$ cat config.mk
export PLATFORM = sky130hd
export DESIGN_NAME = variable_register_binding_table_top
export DESIGN_NICKNAME = d
export VERILOG_FILES = /design/src/hdl/vrbt_pkg.sv /design/src/hdl/variable_register_binding_table_top.sv
export SDC_FILE = /design/constraint.sdc
export NUM_CORES = 1
export LEC_CHECK = 0
export BUFFER_PORTS_ARGS = -buffer_cell sky130_fd_sc_hd__buf_2
export CORE_ASPECT_RATIO = 1.25
export CORE_MARGIN = 5
export CORE_UTILIZATION = 57
export DETAILED_ROUTE_END_ITERATION = 16
export GPL_TIMING_DRIVEN = 0
export PLACE_DENSITY = 0.78
export SLEW_MARGIN = 5
export SYNTH_ARGS = -nofsm -noshare
export SYNTH_HDL_FRONTEND = slang
export SYNTH_SLANG_ARGS = --single-unit
$ cat constraint.sdc
create_clock -name clk -period 3.36 [get_ports clk]
set_clock_uncertainty 0.2 [all_clocks]
set_input_delay 0.168 -clock clk [delete_from_list [all_inputs] [get_ports clk]]
set_output_delay 0.168 -clock clk [all_outputs]
set_load 0.005 [all_outputs]
$ cat src/hdl/vrbt_pkg.sv
// Package for the variable register binding table.
// Pool size, id width, derived widths and request codes; no dependencies.
package vrbt_pkg;

    localparam int POOL_SIZE = 8;   // at least 3, at most 32
    localparam int ID_BITS   = 16;  // 4 to 32
    localparam int IDX_BITS  = $clog2(POOL_SIZE);

    localparam logic [5:0] BASE_RESET = 6'd8;

    typedef logic [ID_BITS-1:0]  id_t;
    typedef logic [IDX_BITS-1:0] idx_t;

    localparam logic OP_BIND = 1'b0;
    localparam logic OP_ANON = 1'b1;

endpackage

$ cat src/hdl/variable_register_binding_table_top.sv
// Variable register binding table: associative id lookup, lowest-free allocation
// and spilling with a two-entry victim history. Uses vrbt_pkg.
//
// Path: a request is held in the request register, then its result in the result register that drives done.
// Throughput: one request per cycle; busy never rises, since each request's table
// update lands at the same edge that registers the next request.
// Reset (rst_n low, asynchronous): table empty, victim history invalid, base 8.
// The receiver cannot stall: done is high for exactly one cycle per result.
module variable_register_binding_table_top
(
    input  logic        clk,
    input  logic        rst_n,
    input  logic        start,
    output logic        busy,
    input  logic        operation,
    input  logic [15:0] var_id,
    input  logic        cfg_valid,
    output logic        cfg_ready,
    input  logic [5:0]  cfg_data,
    output logic        done,
    output logic [6:0]  reg_number,
    output logic        is_new,
    output logic        spilled,
    output logic [15:0] spill_var_id
);

    localparam int N = vrbt_pkg::POOL_SIZE;

    // configuration
    logic [5:0] base_reg;

    // request register
    logic          in_valid_reg;
    logic          op_reg;
    vrbt_pkg::id_t vid_reg;

    // table state
    logic [N-1:0]  in_use_reg, in_use_next;
    logic [N-1:0]  bound_reg,  bound_next;
    vrbt_pkg::id_t owner_reg  [N];
    vrbt_pkg::id_t owner_next [N];
    logic           va_valid_reg, va_valid_next;
    logic           vb_valid_reg, vb_valid_next;
    vrbt_pkg::idx_t va_idx_reg,   va_idx_next;
    vrbt_pkg::idx_t vb_idx_reg,   vb_idx_next;

    // result register
    logic          done_reg;
    logic [6:0]    reg_number_reg;
    logic          is_new_reg;
    logic          spilled_reg;
    vrbt_pkg::id_t spill_id_reg;

    // lookup and allocation
    logic           anon;
    logic           hit, free_found, victim_found, do_spill;
    vrbt_pkg::idx_t hit_idx, free_idx, victim_idx, slot;
    vrbt_pkg::id_t  spill_id;

    assign busy      = 1'b0;
    assign cfg_ready = 1'b1;

    assign anon = (op_reg == vrbt_pkg::OP_ANON);

    always_comb
    begin
        hit          = 1'b0;
        hit_idx      = '0;
        free_found   = 1'b0;
        free_idx     = '0;
        victim_found = 1'b0;
        victim_idx   = '0;
        for (int i = 0; i < N; i++)
        begin
            if (!hit && bound_reg[i] && owner_reg[i] == vid_reg)
            begin
                hit     = 1'b1;
                hit_idx = vrbt_pkg::idx_t'(i);
            end
            if (!free_found && !in_use_reg[i])
            begin
                free_found = 1'b1;
                free_idx   = vrbt_pkg::idx_t'(i);
            end
            if (!victim_found
                && !(va_valid_reg && va_idx_reg == vrbt_pkg::idx_t'(i))
                && !(vb_valid_reg && vb_idx_reg == vrbt_pkg::idx_t'(i)))
            begin
                victim_found = 1'b1;
                victim_idx   = vrbt_pkg::idx_t'(i);
            end
        end
        hit      = hit && !anon;
        do_spill = !hit && !free_found;
        slot     = hit ? hit_idx : (free_found ? free_idx : victim_idx);
        spill_id = owner_reg[victim_idx];
    end

    always_comb
    begin
        in_use_next   = in_use_reg;
        bound_next    = bound_reg;
        owner_next    = owner_reg;
        va_valid_next = va_valid_reg;
        vb_valid_next = vb_valid_reg;
        va_idx_next   = va_idx_reg;
        vb_idx_next   = vb_idx_reg;
        if (in_valid_reg && !hit)
        begin
            if (free_found)
            begin
                in_use_next[slot] = 1'b1;
            end
            else
            begin
                if (!va_valid_reg)
                begin
                    va_valid_next = 1'b1;
                    va_idx_next   = victim_idx;
                end
                else if (!vb_valid_reg)
                begin
                    vb_valid_next = 1'b1;
                    vb_idx_next   = victim_idx;
                end
                else
                begin
                    va_idx_next = vb_idx_reg;
                    vb_idx_next = victim_idx;
                end
                // a stale victim id can unbind another entry as well
                for (int i = 0; i < N; i++)
                begin
                    if (owner_reg[i] == spill_id)
                    begin
                        bound_next[i] = 1'b0;
                    end
                end
            end
            if (!anon)
            begin
                owner_next[slot] = vid_reg;
                bound_next[slot] = 1'b1;
            end
        end
    end

    always_ff @(posedge clk or negedge rst_n)
    begin
        if (!rst_n)
        begin
            base_reg     <= vrbt_pkg::BASE_RESET;
            in_valid_reg <= 1'b0;
            done_reg     <= 1'b0;
            in_use_reg   <= '0;
            bound_reg    <= '0;
            va_valid_reg <= 1'b0;
            vb_valid_reg <= 1'b0;
            va_idx_reg   <= '0;
            vb_idx_reg   <= '0;
            for (int i = 0; i < N; i++)
            begin
                owner_reg[i] <= '0;
            end
        end
        else
        begin
            if (cfg_valid && cfg_ready)
            begin
                base_reg <= cfg_data;
            end
            in_valid_reg <= start && !busy;
            done_reg     <= in_valid_reg;
            in_use_reg   <= in_use_next;
            bound_reg    <= bound_next;
            owner_reg    <= owner_next;
            va_valid_reg <= va_valid_next;
            vb_valid_reg <= vb_valid_next;
            va_idx_reg   <= va_idx_next;
            vb_idx_reg   <= vb_idx_next;
        end
    end

    // payload registers
    always_ff @(posedge clk)
    begin
        if (start && !busy)
        begin
            op_reg  <= operation;
            vid_reg <= vrbt_pkg::id_t'(var_id);
        end
        if (in_valid_reg)
        begin
            reg_number_reg <= 7'({1'b0, base_reg} + 7'(slot));
            is_new_reg     <= !hit;
            spilled_reg    <= do_spill;
            spill_id_reg   <= do_spill ? spill_id : '0;
        end
    end

    assign done         = done_reg;
    assign reg_number   = reg_number_reg;
    assign is_new       = is_new_reg;
    assign spilled      = spilled_reg;
    assign spill_var_id = 16'(spill_id_reg);

    // checks
    a_transfer_latency: assert property (@(posedge clk) disable iff (!rst_n)
        start |=> ##1 done)
        else $error("request did not give a result two cycles later");

    a_spill_is_new: assert property (@(posedge clk) disable iff (!rst_n)
        done && spilled |-> is_new)
        else $error("spill reported on a reused binding");

    a_history_order: assert property (@(posedge clk) disable iff (!rst_n)
        vb_valid_reg |-> va_valid_reg)
        else $error("second victim recorded before the first");

    a_history_distinct: assert property (@(posedge clk) disable iff (!rst_n)
        va_valid_reg && vb_valid_reg |-> va_idx_reg != vb_idx_reg)
        else $error("victim history holds the same entry twice");

endmodule
==> results.md <==
- Critical Path AT: 4.53 ns
- Routed vias/inst: 6.99
- Via Count: 11,300
- Antenna violations before repair: 3
- Worst-path cell chain: xor2_1 -> nor4_4 -> buf_4 -> nand3_2 -> nor4bb_4 -> or4_4 -> o21a_1 -> a21o_4 -> buf_12 -> inv_12 -> ha_4 -> fa_2 -> a21oi_4 -> nor2b_2 -> xor2_1
- Flip-flop and latch area: 5270 µm²
- Final worst path period share: 133%
- Launch point of the critical path: owner_reg[66]
- Seq/Total Area, Yosys: 42.1%
- Clk slew on worst S/H paths: 0.07 ns
- Cell count after synthesis: 1,109
- Final Max Tran Viols: 0
- Reg2Reg Launch Point: owner_reg[66]
- Post-synthesis cell type count: 83
- Die area: 25,000 µm²
- CTS Buf Count: 22
- Die height: 176 µm
- Worst path max stage delay: 0.73 ns
- Setup violators final: 171
- Overflow after GRT: 0
- Post-synth top area cell: dfrtp_1
- Share of layout cells above drive strength 1: 41.7%
- Failing checks: negative hold slack, negative setup slack
- # clock sinks: 202
- Post-route cell area: 17,100 µm²
- Die width: 142 µm
- Worst Path Buf+Inv: 3
- Worst slew margin: 18.9%
- Tot Pwr: 22.3 mW
- Startpoint Class: register
- 1st-iter DRT viols: 1,652
- ANT nets after route: 0
- RSZ-0062 raised after global routing: true
- EDFF count, synth: 42
- CTS Buffer Depth: 3
- DRT Pass-1 Iters: 6
- Max VDD drop: 0.782 mV
- IO Pins: 55
- Final HPWL DP: 33.0 mm
- Required time of the critical path: 3.43 ns
- Crit path depth: 15
- IO buf count: 51
- Register share of total power: 23.7%
- Hold/Removal Path Class: input port to asynchronous set/reset pin
- Footprint of the multi-input gates: 7800 µm²
- Ys async rst share: 79.2%
- Insertion delay to the later sink of the worst-skew pair: 0.55 ns
- DRC viols: 0
- Largest net degree at the start of global routing: 112
- Detailed Route WL: 56.9 mm
- Sw power: 10.8 mW
- CP most frequent cell: xor2_1
- Fmax: 224 MHz
- R2r setup slk: -1.10 ns
- Comb power frac: 64.9%
- Register bit total from synthesis: 202
- Least-Margin Pin Slew: 1.22 ns
- CP Class: register to register
- Synth Net Count: 1,140
- Hold WS: -0.0251 ns
- Core Util, Final: 79.2%
- Max FFs per register: 128
- Max capacitance violation total: 0
- Root buf cell: clkbuf_16
- Vias in the first global route: 11,100
- Total core area: 21,500 µm²
- Int Pwr: 11.5 mW
- Initial Util: 58.0%
- Area contributors post-synth: dfrtp_1 32%, xor2_1 11%, edfxtp_1 10%, mux2_2 9.0%, xnor2_1 6.0%
- Global-route wire length before repair: 72.9 mm
- R2R Path End: reg_number[4]
- Gr usage total: 39.8%
- CTS tree: built
- Delay-heaviest family, CP: simple AND/OR/NAND/NOR gates
- Leak pwr: 7.20 nW
- Layout Nets: 1,353
- Placed cell areas: 13,200 µm²
- Final worst path period need: 4.46 ns
- Final Wtd Congestion: 1.02
- Final Hold Fails: 8
- Synthesized area: 12,500 µm²
- Final setup margin: -1.10 ns
- Sw Share: 48.4%
- H-tree Lvls: 1
- Clk pwr share: 11.4%
- R2R depth: 15
- Filler cells: 1,178
- Top FF cell, synth: dfrtp_1
- Synth warn: 0
- Dpl ws: -1.40 ns
- Routed len/inst: 35.1 µm
- CP endpoint kind: register
- Row count: 60
- Critical path fanouts, max: 5
- Syn Area/Cell: 11.3 µm²
- CP max stage cell: dfrtp_1
- CP Capture Point: reg_number[4]
- Status: finished with violations
- Synth-to-Final Area Change: 36.4%
- Yosys top cell area share: 31.8%
- PD cells: 1310 nW/µm²
-- worst min-delay path: stages --
cell           delay, ns
dlygate4sd3_1       0.56
buf_8               0.13
buf_16              0.23
-- cells by family (layout without fill, tap and decap cells) --
family / after synthesis / in the layout / share of synthesized area [%]
compound gates: 152 / 152 / 9.10
simple gates: 227 / 227 / 10.8
other cells: 2 / 5 / 0.0601
flops: 202 / 202 / 42.1
buf+inv: 129 / 358 / 6.02
mux: 148 / 148 / 14.3
fa+ha+maj: 4 / 4 / 0.460
xor+xnor: 245 / 245 / 17.2
-- synth_stat cells, types with 20 or more instances --
cell / instances
buf_2: 32
buf_4: 29
dfrtp_1: 159
edfxtp_1: 42
inv_1: 30
mux2_2: 100
mux2_4: 36
nand2_1: 41
nand4_1: 24
nor2_1: 32
nor3_1: 20
nor4_1: 32
xnor2_1: 85
xor2_1: 160
-- stage by stage --
stage,TNS [ns],std cells
floorplan,-0.160,1109
global placement,-201.82,1439
detailed placement,-132.60,1440
CTS,-39.29,1587
global route,-140.33,1617
finish,-127.68,1620
-- worst min-delay path by stage --
stage                     cells past startpoint             to  slack, ns
final                                         3   owner_reg[7]      -0.03
after global routing                          3   owner_reg[8]       0.01
after CTS                                     3  owner_reg[14]       0.02
after detailed placement                      1   owner_reg[8]      -0.10
after global placement                        1    vid_reg[15]       0.14
after floorplan                               0    base_reg[0]      -0.33
-- layout make-up --
| cell class | instances | share of cell area, % |
|---|---|---|
| antenna | 3 | 0.0440 |
| buffer | 89 | 4.99 |
| clock buffer | 29 | 3.62 |
| clock inverter | 11 | 0.719 |
| inverter | 31 | 0.755 |
| multi-input combinational | 778 | 45.7 |
| sequential | 202 | 30.9 |
| tap | 279 | 2.05 |
| timing repair buffer | 198 | 11.2 |
-- metal layers --
| layer | global-route usage (%) | routed length (µm) | share of wire, % |
|---|---|---|---|
| met5 | 0 | 23 | 0.040 |
| met4 | 30.9 | 6670 | 12 |
| met3 | 8.06 | 6690 | 12 |
| met2 | 64.0 | 25000 | 44 |
| met1 | 46.0 | 18400 | 32 |
-- placed cells by master, fill, tap and decap left out, types with 7 or more instances in the layout --
| cell | n |
|---|---|
| xnor2_1 | 83 |
| nor4_2 | 19 |
| a222oi_1 | 8 |
| edfxtp_1 | 42 |
| nor4_4 | 8 |
| buf_4 | 70 |
| buf_2 | 73 |
| buf_6 | 49 |
| nand4_1 | 24 |
| nand2_1 | 38 |
| nor2_1 | 31 |
| a21oi_1 | 12 |
| dfrtp_1 | 158 |
| buf_8 | 13 |
| a21o_1 | 13 |
| nor3_1 | 18 |
| nor4_1 | 14 |
| xor2_1 | 132 |
| o21ai_0 | 13 |
| clkbuf_16 | 23 |
| a22oi_1 | 7 |
| clkbuf_2 | 10 |
| buf_12 | 29 |
| xor2_2 | 19 |
| o22ai_1 | 19 |
| nand3_1 | 16 |
| inv_1 | 30 |
| a221oi_1 | 7 |
| dlygate4sd3_1 | 31 |
| mux2_2 | 9 |
| xor2_4 | 9 |
| mux2_4 | 127 |
-- power by group through the flow --
stage,clock [mW],sequential [mW],combinational (mW)
after floorplan,0,4.43,7.15
after global placement,0,4.88,9.96
after detailed placement,0,4.92,10.0
after CTS,2.48,4.97,12.6
after global routing,2.65,5.27,14.8
final,2.54,5.28,14.4
-- what timing repair did --
action | 4_1_cts | 5_1_grt
cloned | 6 | 1
pin swaps | 33 | 33
setup buffers | 73 | 38
resized for setup | 240 | 139
hold buffers | 32 | 0
endpoints found under the setup margin | 173 | 169
endpoints found under the hold margin | 200 | 0
(Power assumes the default switching activity.)
